--- config.mk ---
export PLATFORM = sky130hd
export DESIGN_NAME = can_bit_timing_search_core
export DESIGN_NICKNAME = d
export VERILOG_FILES = /design/src/hw/rtl/cbts_pkg.sv /design/src/hw/rtl/can_bit_timing_search_core.sv
export SDC_FILE = /design/constraint.sdc
export NUM_CORES = 1
export LEC_CHECK = 0
export BUFFER_PORTS_ARGS = -buffer_cell sky130_fd_sc_hd__buf_4
export CAP_MARGIN = 20
export CORE_MARGIN = 2
export CORE_UTILIZATION = 40
export DETAILED_ROUTE_END_ITERATION = 7
export MAX_ROUTING_LAYER = met4
export PLACE_DENSITY = 0.69
export SLEW_MARGIN = 10
export SYNTH_ARGS = -nofsm -noshare
export SYNTH_HDL_FRONTEND = slang
export SYNTH_SLANG_ARGS = --single-unit
--- constraint.sdc ---
create_clock -name clock -period 6.29 [get_ports clock]
set_clock_uncertainty 0.05 [all_clocks]
set_input_delay 1.258 -clock clock [delete_from_list [all_inputs] [get_ports clock]]
set_output_delay 1.258 -clock clock [all_outputs]
set_load 0.05 [all_outputs]
--- src/hw/rtl/cbts_pkg.sv ---
// ----------------------------------------------------------------------------
// CAN bit timing search - shared constants
// Widths, register map and quanta lane layout for the timing search core.
// ----------------------------------------------------------------------------
package cbts_pkg;

   // Largest quanta count tried; counts go down in steps of two
   localparam int MAX_QUANTA = 24;
   // Lanes cover the counts MAX_QUANTA down to 4 (smaller counts fail anyway)
   localparam int NUM_LANES  = (MAX_QUANTA - 4) / 2 + 1;
   localparam int LANE_W     = $clog2(NUM_LANES);
   localparam int Q_W        = $clog2(MAX_QUANTA + 1);

   // Field widths
   localparam int CLOCK_W    = 32;
   localparam int RATE_W     = 20;
   localparam int PRESC_W    = 10;
   localparam int SEG1_W     = 4;
   localparam int SEG2_W     = 3;
   localparam int WORD_W     = 24;

   // Divider step counter width (one quotient bit per cycle)
   localparam int STEP_W     = $clog2(CLOCK_W);

   // Register map
   localparam int ADDR_W     = 3;
   localparam logic [ADDR_W-3:0] REG_CLOCK_HZ = '0;
   localparam logic [CLOCK_W-1:0] CLOCK_RESET = 32'd100000000;

   // Fixed synchronisation jump width field
   localparam logic [1:0] JUMP_WIDTH = 2'd3;

   // Quanta count handled by a lane
   function automatic logic [Q_W-1:0] lane_quanta(input int idx);
      return Q_W'(MAX_QUANTA - 2 * idx);
   endfunction

endpackage

--- src/hw/rtl/can_bit_timing_search_core.sv ---
// ----------------------------------------------------------------------------
// CAN bit timing search core
// Derives the bus timing word (prescaler, phase segments) from a bit rate.
// ----------------------------------------------------------------------------
// Usage:
//  - Set clock_hz over the APB-style port (byte address 0); it resets to
//    100 MHz. Write it only while busy is low.
//  - Pulse start with req_bitrate while busy is low. busy rises on the next
//    cycle and stays high until the result is out.
//  - The result word appears on the rsp_ ports for exactly one cycle, marked
//    by rsp_valid. The receiver cannot stall it.
// Operation:
//  - A restoring divider produces one quotient bit a cycle for
//    clock_hz / bitrate, while eleven narrow remainder lanes test the even
//    quanta counts 24 down to 4 on the same bits. A pick state chooses the
//    count, then the same divider computes quotient / count, and a finish
//    state forms the word; a failure is reported from the pick state. A
//    new word may be started in the cycle rsp_valid is high.
// Reset: synchronous, clears the sequencer and rsp_valid and restores clock_hz.
// ----------------------------------------------------------------------------
module can_bit_timing_search_core (
   input  logic                          clock,
   input  logic                          reset,
   // Command channel
   input  logic                          start,
   output logic                          busy,
   input  logic [cbts_pkg::RATE_W-1:0]   req_bitrate,
   // Result channel
   output logic                          rsp_valid,
   output logic                          rsp_found,
   output logic [cbts_pkg::PRESC_W-1:0]  rsp_prescaler,
   output logic                          rsp_prescaler_overflow,
   output logic [cbts_pkg::SEG1_W-1:0]   rsp_phase_one,
   output logic [cbts_pkg::SEG2_W-1:0]   rsp_phase_two,
   output logic [cbts_pkg::WORD_W-1:0]   rsp_timing_word,
   // Configuration port
   input  logic                          psel,
   input  logic                          penable,
   input  logic                          pwrite,
   input  logic [cbts_pkg::ADDR_W-1:0]   paddr,
   input  logic [31:0]                   pwdata,
   output logic [31:0]                   prdata,
   output logic                          pready
);
   import cbts_pkg::*;

   typedef enum logic [2:0] {
      ST_IDLE,
      ST_DIV_RATE,
      ST_PICK,
      ST_DIV_QUANTA,
      ST_FINISH
   } state_type;

   state_type              state_ff, state_in;
   logic [CLOCK_W-1:0]     clock_hz_ff, clock_hz_in;
   logic [CLOCK_W-1:0]     dvd_ff, dvd_in;
   logic [RATE_W-1:0]      dsr_ff, dsr_in;
   logic [RATE_W-1:0]      rem_ff, rem_in;
   logic [STEP_W-1:0]      cnt_ff, cnt_in;
   logic                   rate_zero_ff, rate_zero_in;
   logic [SEG1_W-1:0]      seg1_ff, seg1_in;
   logic [SEG2_W-1:0]      seg2_ff, seg2_in;
   logic [Q_W-1:0]         lane_rem_ff [NUM_LANES];
   logic [Q_W-1:0]         lane_rem_in [NUM_LANES];

   logic                   rsp_valid_ff, rsp_valid_in;
   logic                   rsp_found_ff, rsp_found_in;
   logic [PRESC_W-1:0]     rsp_presc_ff, rsp_presc_in;
   logic                   rsp_ovf_ff, rsp_ovf_in;
   logic [SEG1_W-1:0]      rsp_seg1_ff, rsp_seg1_in;
   logic [SEG2_W-1:0]      rsp_seg2_ff, rsp_seg2_in;

   // Divider step signals
   logic [RATE_W:0]        partial;
   logic                   qbit;
   logic [RATE_W:0]        diff;

   // Lane selection
   logic [SEG1_W-1:0]      lane_seg1 [NUM_LANES];
   logic [SEG2_W-1:0]      lane_seg2 [NUM_LANES];
   logic                   pick_hit;
   logic [LANE_W-1:0]      pick_idx;
   logic                   pick_ok;

   logic [CLOCK_W-1:0]     presc_full;
   logic                   cfg_write;

   // Configuration access
   assign pready    = 1'b1;
   assign cfg_write = psel && penable && pwrite &&
                      (paddr[ADDR_W-1:2] == REG_CLOCK_HZ);
   assign prdata    = (paddr[ADDR_W-1:2] == REG_CLOCK_HZ) ? clock_hz_ff : '0;

   // One restoring division step: bring in the next dividend bit
   assign partial = {rem_ff, dvd_ff[CLOCK_W-1]};
   assign qbit    = (partial >= {1'b0, dsr_ff});
   assign diff    = partial - {1'b0, dsr_ff};

   // Per-lane remainder of the quotient modulo the lane's quanta count,
   // fed with the quotient bits as the first division produces them
   for (genvar g = 0; g < NUM_LANES; g++) begin : g_lane
      localparam int LQ = MAX_QUANTA - 2 * g;
      localparam int LN = LQ - 1;
      localparam logic [Q_W-1:0] LANE_Q = lane_quanta(g);
      logic [Q_W:0] lane_part;

      assign lane_seg1[g] = SEG1_W'(LN - LN / 3 - 1);
      assign lane_seg2[g] = SEG2_W'(LN / 3 - 1);
      assign lane_part    = {lane_rem_ff[g], qbit};

      always_comb begin
         lane_rem_in[g] = lane_rem_ff[g];
         if (state_ff == ST_IDLE) begin
            lane_rem_in[g] = '0;
         end else if (state_ff == ST_DIV_RATE) begin
            if (lane_part >= {1'b0, LANE_Q}) begin
               lane_rem_in[g] = Q_W'(lane_part - {1'b0, LANE_Q});
            end else begin
               lane_rem_in[g] = lane_part[Q_W-1:0];
            end
         end
      end
   end

   // Largest count whose lane leaves no remainder
   always_comb begin
      pick_hit = 1'b0;
      pick_idx = '0;
      for (int i = NUM_LANES - 1; i >= 0; i--) begin
         if (lane_rem_ff[i] == '0) begin
            pick_hit = 1'b1;
            pick_idx = LANE_W'(i);
         end
      end
   end

   assign pick_ok    = pick_hit && !rate_zero_ff && (|dvd_ff);
   assign presc_full = dvd_ff - CLOCK_W'(1);

   // Sequencer and datapath next state
   always_comb begin
      state_in      = state_ff;
      clock_hz_in   = clock_hz_ff;
      dvd_in        = dvd_ff;
      dsr_in        = dsr_ff;
      rem_in        = rem_ff;
      cnt_in        = cnt_ff;
      rate_zero_in  = rate_zero_ff;
      seg1_in       = seg1_ff;
      seg2_in       = seg2_ff;
      rsp_valid_in  = 1'b0;
      rsp_found_in  = rsp_found_ff;
      rsp_presc_in  = rsp_presc_ff;
      rsp_ovf_in    = rsp_ovf_ff;
      rsp_seg1_in   = rsp_seg1_ff;
      rsp_seg2_in   = rsp_seg2_ff;

      if (cfg_write) begin
         clock_hz_in = pwdata;
      end

      case (state_ff)
         ST_IDLE: begin
            if (start) begin
               dvd_in       = clock_hz_ff;
               dsr_in       = req_bitrate;
               rem_in       = '0;
               cnt_in       = '0;
               rate_zero_in = (req_bitrate == '0);
               state_in     = ST_DIV_RATE;
            end
         end
         ST_DIV_RATE, ST_DIV_QUANTA: begin
            dvd_in = {dvd_ff[CLOCK_W-2:0], qbit};
            rem_in = qbit ? diff[RATE_W-1:0] : partial[RATE_W-1:0];
            cnt_in = cnt_ff + STEP_W'(1);
            if (cnt_ff == STEP_W'(CLOCK_W - 1)) begin
               state_in = (state_ff == ST_DIV_RATE) ? ST_PICK : ST_FINISH;
            end
         end
         ST_PICK: begin
            if (pick_ok) begin
               dsr_in   = RATE_W'(lane_quanta(int'(pick_idx)));
               rem_in   = '0;
               cnt_in   = '0;
               seg1_in  = lane_seg1[pick_idx];
               seg2_in  = lane_seg2[pick_idx];
               state_in = ST_DIV_QUANTA;
            end else begin
               rsp_valid_in = 1'b1;
               rsp_found_in = 1'b0;
               rsp_presc_in = '0;
               rsp_ovf_in   = 1'b0;
               rsp_seg1_in  = '0;
               rsp_seg2_in  = '0;
               state_in     = ST_IDLE;
            end
         end
         ST_FINISH: begin
            rsp_valid_in = 1'b1;
            rsp_found_in = 1'b1;
            rsp_presc_in = presc_full[PRESC_W-1:0];
            rsp_ovf_in   = |presc_full[CLOCK_W-1:PRESC_W];
            rsp_seg1_in  = seg1_ff;
            rsp_seg2_in  = seg2_ff;
            state_in     = ST_IDLE;
         end
         default: begin
            state_in = ST_IDLE;
         end
      endcase
   end

   // State, registers and result word
   always_ff @(posedge clock) begin
      if (reset) begin
         state_ff     <= ST_IDLE;
         clock_hz_ff  <= CLOCK_RESET;
         rsp_valid_ff <= 1'b0;
      end else begin
         state_ff     <= state_in;
         clock_hz_ff  <= clock_hz_in;
         rsp_valid_ff <= rsp_valid_in;
      end
      dvd_ff       <= dvd_in;
      dsr_ff       <= dsr_in;
      rem_ff       <= rem_in;
      cnt_ff       <= cnt_in;
      rate_zero_ff <= rate_zero_in;
      seg1_ff      <= seg1_in;
      seg2_ff      <= seg2_in;
      rsp_found_ff <= rsp_found_in;
      rsp_presc_ff <= rsp_presc_in;
      rsp_ovf_ff   <= rsp_ovf_in;
      rsp_seg1_ff  <= rsp_seg1_in;
      rsp_seg2_ff  <= rsp_seg2_in;
      for (int i = 0; i < NUM_LANES; i++) begin
         lane_rem_ff[i] <= lane_rem_in[i];
      end
   end

   // Outputs
   assign busy                   = (state_ff != ST_IDLE);
   assign rsp_valid              = rsp_valid_ff;
   assign rsp_found              = rsp_found_ff;
   assign rsp_prescaler          = rsp_presc_ff;
   assign rsp_prescaler_overflow = rsp_ovf_ff;
   assign rsp_phase_one          = rsp_seg1_ff;
   assign rsp_phase_two          = rsp_seg2_ff;
   // Failure words carry zero segments and prescaler, so only the jump width
   // field needs gating
   assign rsp_timing_word = {1'b0, rsp_seg2_ff, rsp_seg1_ff,
                             rsp_found_ff ? JUMP_WIDTH : 2'b00,
                             4'b0000, rsp_presc_ff};

   // Checks
   a_busy_after_start: assert property (@(posedge clock) disable iff (reset)
      start && !busy |=> busy)
      else $error("busy not raised after start");

   a_valid_when_idle: assert property (@(posedge clock) disable iff (reset)
      rsp_valid |-> !busy)
      else $error("word delivered while still busy");

   a_fail_word_zero: assert property (@(posedge clock) disable iff (reset)
      rsp_valid && !rsp_found |-> rsp_timing_word == '0 && !rsp_prescaler_overflow)
      else $error("failure word not cleared");

   a_pick_only_after_div: assert property (@(posedge clock) disable iff (reset)
      state_ff == ST_PICK |-> $past(state_ff) == ST_DIV_RATE)
      else $error("pick entered out of sequence");

endmodule
* Word level (Yosys, flattened, before mapping)
Memory sizes are Yosys's and may differ from the RTL's. A register that Yosys moved wholly into a read port is not among the register bits. Index checks and enable logic that the tools add are counted.
Word-level totals: flip-flop bits (word level) 133, RAM bits 55, memory bits (read-only) 112, input bits 61, output and inout bits 78, word-level logic and storage cells 173, memories 3
Cells by class: add/subtract/negate cells 15, order comparisons 12, equality and inequality tests 9, multiplexer cells 85, bitwise logic cells 2, reductions and logical operators 34
Memory list:
- (no name shown) | words 16, bits a word 4, rd ports 1, clocked after Yosys merged registers in 1, wr ports 0, line can_bit_timing_search_core.sv:187 | seg1_in = lane_seg1[pick_idx];
- lane_rem_ff | words 11, bits a word 5, rd ports 11, clocked after Yosys merged registers in 0, wr ports 11, line can_bit_timing_search_core.sv:64 | logic [Q_W-1:0] lane_rem_ff [NUM_LANES];
- (no name shown) | words 16, bits a word 3, rd ports 1, clocked after Yosys merged registers in 1, wr ports 0, line can_bit_timing_search_core.sv:188 | seg2_in = lane_seg2[pick_idx];
Operators by type and width (number):
- two-way mux 5 bit | 35
- two-way mux 20 bit | 5
- two-way mux 32 bit | 2
- one-hot mux 32 bit (2 select lines) | 1
- one-hot mux 20 bit (3 select lines) | 1
- logical NOT 5 bit | 11
- two-way mux 4 bit | 12
- one-hot mux 20 bit (2 select lines) | 1
- OR reduction 32 bit | 1
- subtractor 32 x 1 -> 32 bit (second input constant) | 1
- greater-or-equal comparator 6 x 5 -> 1 bit (second input constant) | 5
- subtractor 5 bit (second input constant) | 5
- greater-or-equal comparator 6 x 4 -> 1 bit (second input constant) | 4
- OR reduction 22 bit | 1
- greater-or-equal comparator 21 x 20 -> 1 bit | 1
- logical NOT 20 bit | 1
- one-hot mux 10 bit (2 select lines) | 1
- subtractor 20 bit | 1
- subtractor 5 x 4 -> 5 bit (second input constant) | 4
- one-hot mux 5 bit (3 select lines) | 1
- two-way mux 1 bit | 13
- greater-or-equal comparator 6 x 3 -> 1 bit (second input constant) | 2
- two-way mux 3 bit | 4
- two-way mux 10 bit | 1
- 23 further kinds | 43

* Depth between registers and ports, before layout
An unclocked memory read counts as a cell.
depth after elaboration 17, depth in mapped cells 15, depth with buffers taken out 13

* Worst setup path after synthesis
Ideal clock, no wire load.
path kind register to register, start point memory lane_rem_ff[10][0] (netlist name), end point register dsr_ff[0] (enable), library setup time 428 ps, data arrival time 3570 ps, required time 5812 ps, setup slack 2242 ps, cell stages (with the launch flop) 13, path buffers 2, period minus slack after synthesis 4048 ps, cell sequence dfxtp_1 > buf_6 > clkbuf_1 > inv_1 > ha_1 > nor4b_1 > a31oi_1 > nand3b_1 > nor2_1 > a21oi_1 > o41a_1 > nand2_1 > a21boi_0
RTL lines:
- start: declaration | line can_bit_timing_search_core.sv:64
- end signal: assignment | line can_bit_timing_search_core.sv:227 | dsr_ff <= dsr_in;
- end: declaration | line can_bit_timing_search_core.sv:58 | logic [RATE_W-1:0] dsr_ff, dsr_in;

==> run metrics <==
area post-placement between 10000 and 15000 sq um; setup TNS 0 ns; ys async rst share 0%; Num CTS Buffers 17; CTS tree done; largest net degree at the start of global routing 56; commonest non-fill, non-tap cell in the layout nand2_1; fin. max-slew vios 0; Final Critical Period roughly 3.8 ns; final setup vio count 0; Post-synth EDFFs roughly 100; Post-DP HPWL roughly 16 mm; Hold WC Path Type reg -> reg; crit path kind reg -> reg; Syn Area/Cell between 8 and 9 sq um; hold slack just under 0.4 ns; share of cells above drive strength 1 ~15%; Post-Synthesis Cells 1120; CP Max Fanout 22; RSZ-0062 raised after global routing no; CP Launch Type register; slew margin rel. 30.1%; Port Buffer Count 130; Sink Count around 180; most frequent cells in the layout nand2_1 (217), buf_4 (137), edfxtp_1 (104), nor2_1 (84), a21oi_1 (82); final hold vios 0; Area Overhead vs Synth 16.6%; die height between 150 and 200 microns; DRT antenna net count 0; GRT Total Usage 17.7%; cell area after layout roughly 12000 sq um; worst skew pair latency 0.43 ns; DP Cell Count approximately 1500; Syn Std Cell Area 9980 sq um; initial antenna violation count 0; CP Data Arrival Time between 3 and 4 ns; drt drc 0; drt pass-1 iters 5; CTS Hold Bufs 0; Antenna Cells 0; # nets final around 1300; core area between 20000 and 25000 sq um; Rows 57; distinct cell type count after synthesis between 70 and 80; Tcrit/Tclk final 60.7%; drt total wl 22.8 mm; die extent in x around 160 microns; worst-case clock buffer depth 2; number of global-route vias before repair between 7000 and 8000; placer congestion estimate around 0.83; register bit count reported by yosys 178; Primary FF master, synth edfxtp_1; post-synthesis sequential area ratio between 40 and 50%; Max Cap Viol 0; Vias between 8000 and 9000; number of fill cells in the layout roughly 2400; Ports between 100 and 150; Final Power around 3.4 mW; status finished clean; CTS clk-pin slew, worst paths around 0.06 ns; initial DRC count between 500 and 600; VDD IR max approximately 0.18 mV; slew at the pin with the worst max-slew slack 1.05 ns; total power per unit cell area approximately 290 nW/um^2; Finished Layout Cells between 1500 and 2000; Syn. warnings 0; leak pwr 4.78 nW; setup bufs post-CTS 0; CTS root buffer clkbuf_16; data required time at the worst endpoint about 6.4 ns; Max Clk Rate around 260 MHz; vias per inst slightly above 5; Initial Utilization approximately 40%; CTS resizes 0; crit end category register; first-pass GRT wire length between 30 and 40 mm; WL per Instance between 10 and 15 microns; GRT Residual Overflow 0; die area 26200 sq um; H-tree depth 4
## metal layers
metal / up-vias / wire length (microns) / track usage (%)
met5: - / 0 / -
met4: 0 / 340 / 4.95
met3: 20 / 903 / 3.04
met2: 176 / 11000 / 28.9
met1: 3763 / 10600 / 22.7
li1: 4054 / - / -
## synthesized netlist by cell type, types with 22 or more instances
master	n	area (sq um)
inv_1	47	176
nor2_1	87	327
a21oi_1	83	415
buf_4	27	203
nor3_1	22	110
and2_1	28	175
nand2_1	217	815
dfxtp_1	74	1480
ha_1	48	601
edfxtp_1	104	3120
nand3_1	22	110
nor2b_1	41	257
clkbuf_1	40	150
o21ai_0	55	275
## cell type report
type / count / area [sq um] / share of cell area (%)
repair buffers: 139 / 1050 / 9.07
clock buffers: 24 / 498 / 4.28
flip-flops and latches: 178 / 4600 / 39.6
well taps: 324 / 405 / 3.48
clock inverters: 8 / 63.8 / 0.548
multi-input cells: 822 / 4830 / 41.5
inverters: 47 / 176 / 1.52
## logic make-up after synthesis
| family | Yosys count | synth area share (%) |
|---|---|---|
| buf+inv | 124 | 5.83 |
| compound gates | 233 | 14.6 |
| fa+ha+maj | 49 | 6.22 |
| xor+xnor | 30 | 2.63 |
| flops | 178 | 46.1 |
| simple gates | 493 | 23.4 |
| other cells | 2 | 0.0753 |
| mux | 11 | 1.10 |
## worst paths after layout
check                                                      from                        endpoint  cells after the start  slack (ns)
worst min register to register   lane_rem_ff[4][4]$_SDFFE_PN0P_  lane_rem_ff[4][4]$_SDFFE_PN0P_                      2        0.39
worst min-delay path             lane_rem_ff[4][4]$_SDFFE_PN0P_  lane_rem_ff[4][4]$_SDFFE_PN0P_                      2        0.39
worst max register to register  lane_rem_ff[10][0]$_SDFFE_PN0P_            seg1_ff[1]$_DFFE_PP_                     12        2.47
worst max-delay path            lane_rem_ff[10][0]$_SDFFE_PN0P_            seg1_ff[1]$_DFFE_PP_                     12        2.47
## per-stage QoR
stage	setup WS [ns]	util [%]
3_3_place_gp	2.51	45.3
5_1_grt	2.16	47.7
3_5_place_dp	2.46	45.4
4_1_cts	2.44	47.7
6_report	2.47	47.7
2_1_floorplan	2.24	-
## state kept, by name, summed over array words and instances, names as in the netlist
name	cells
rate_zero_ff	1
state_ff	3
rsp_prescaler_overflow	1
rsp_prescaler	10
rsp_found	1
rem_ff	20
seg2_ff	3
dvd_ff	32
rsp_phase_one	4
seg1_ff	4
cnt_ff	5
lane_rem_ff	38
rsp_phase_two	3
rsp_valid	1
clock_hz_ff	32
dsr_ff	20
## power breakdown
group / leakage (nW) / internal, mW / switching (mW)
sequential: 1.63 / 1.36 / 0.0798
combinational: 2.87 / 0.340 / 0.559
clock: 0.284 / 0.564 / 0.453
## critical path, cell delays in order, from the launching register on
cell and delay, ns:
dfxtp_1 0.30, buf_4 0.21, inv_1 0.31, ha_1 0.20, nor4b_1 0.56, nor4_1 0.11
nand3_1 0.13, a21oi_1 0.11, o21ai_0 0.71, inv_1 0.21, ha_1 0.38, mux2i_1 0.13
o21ai_0 0.10
(Power assumes the default switching activity.)
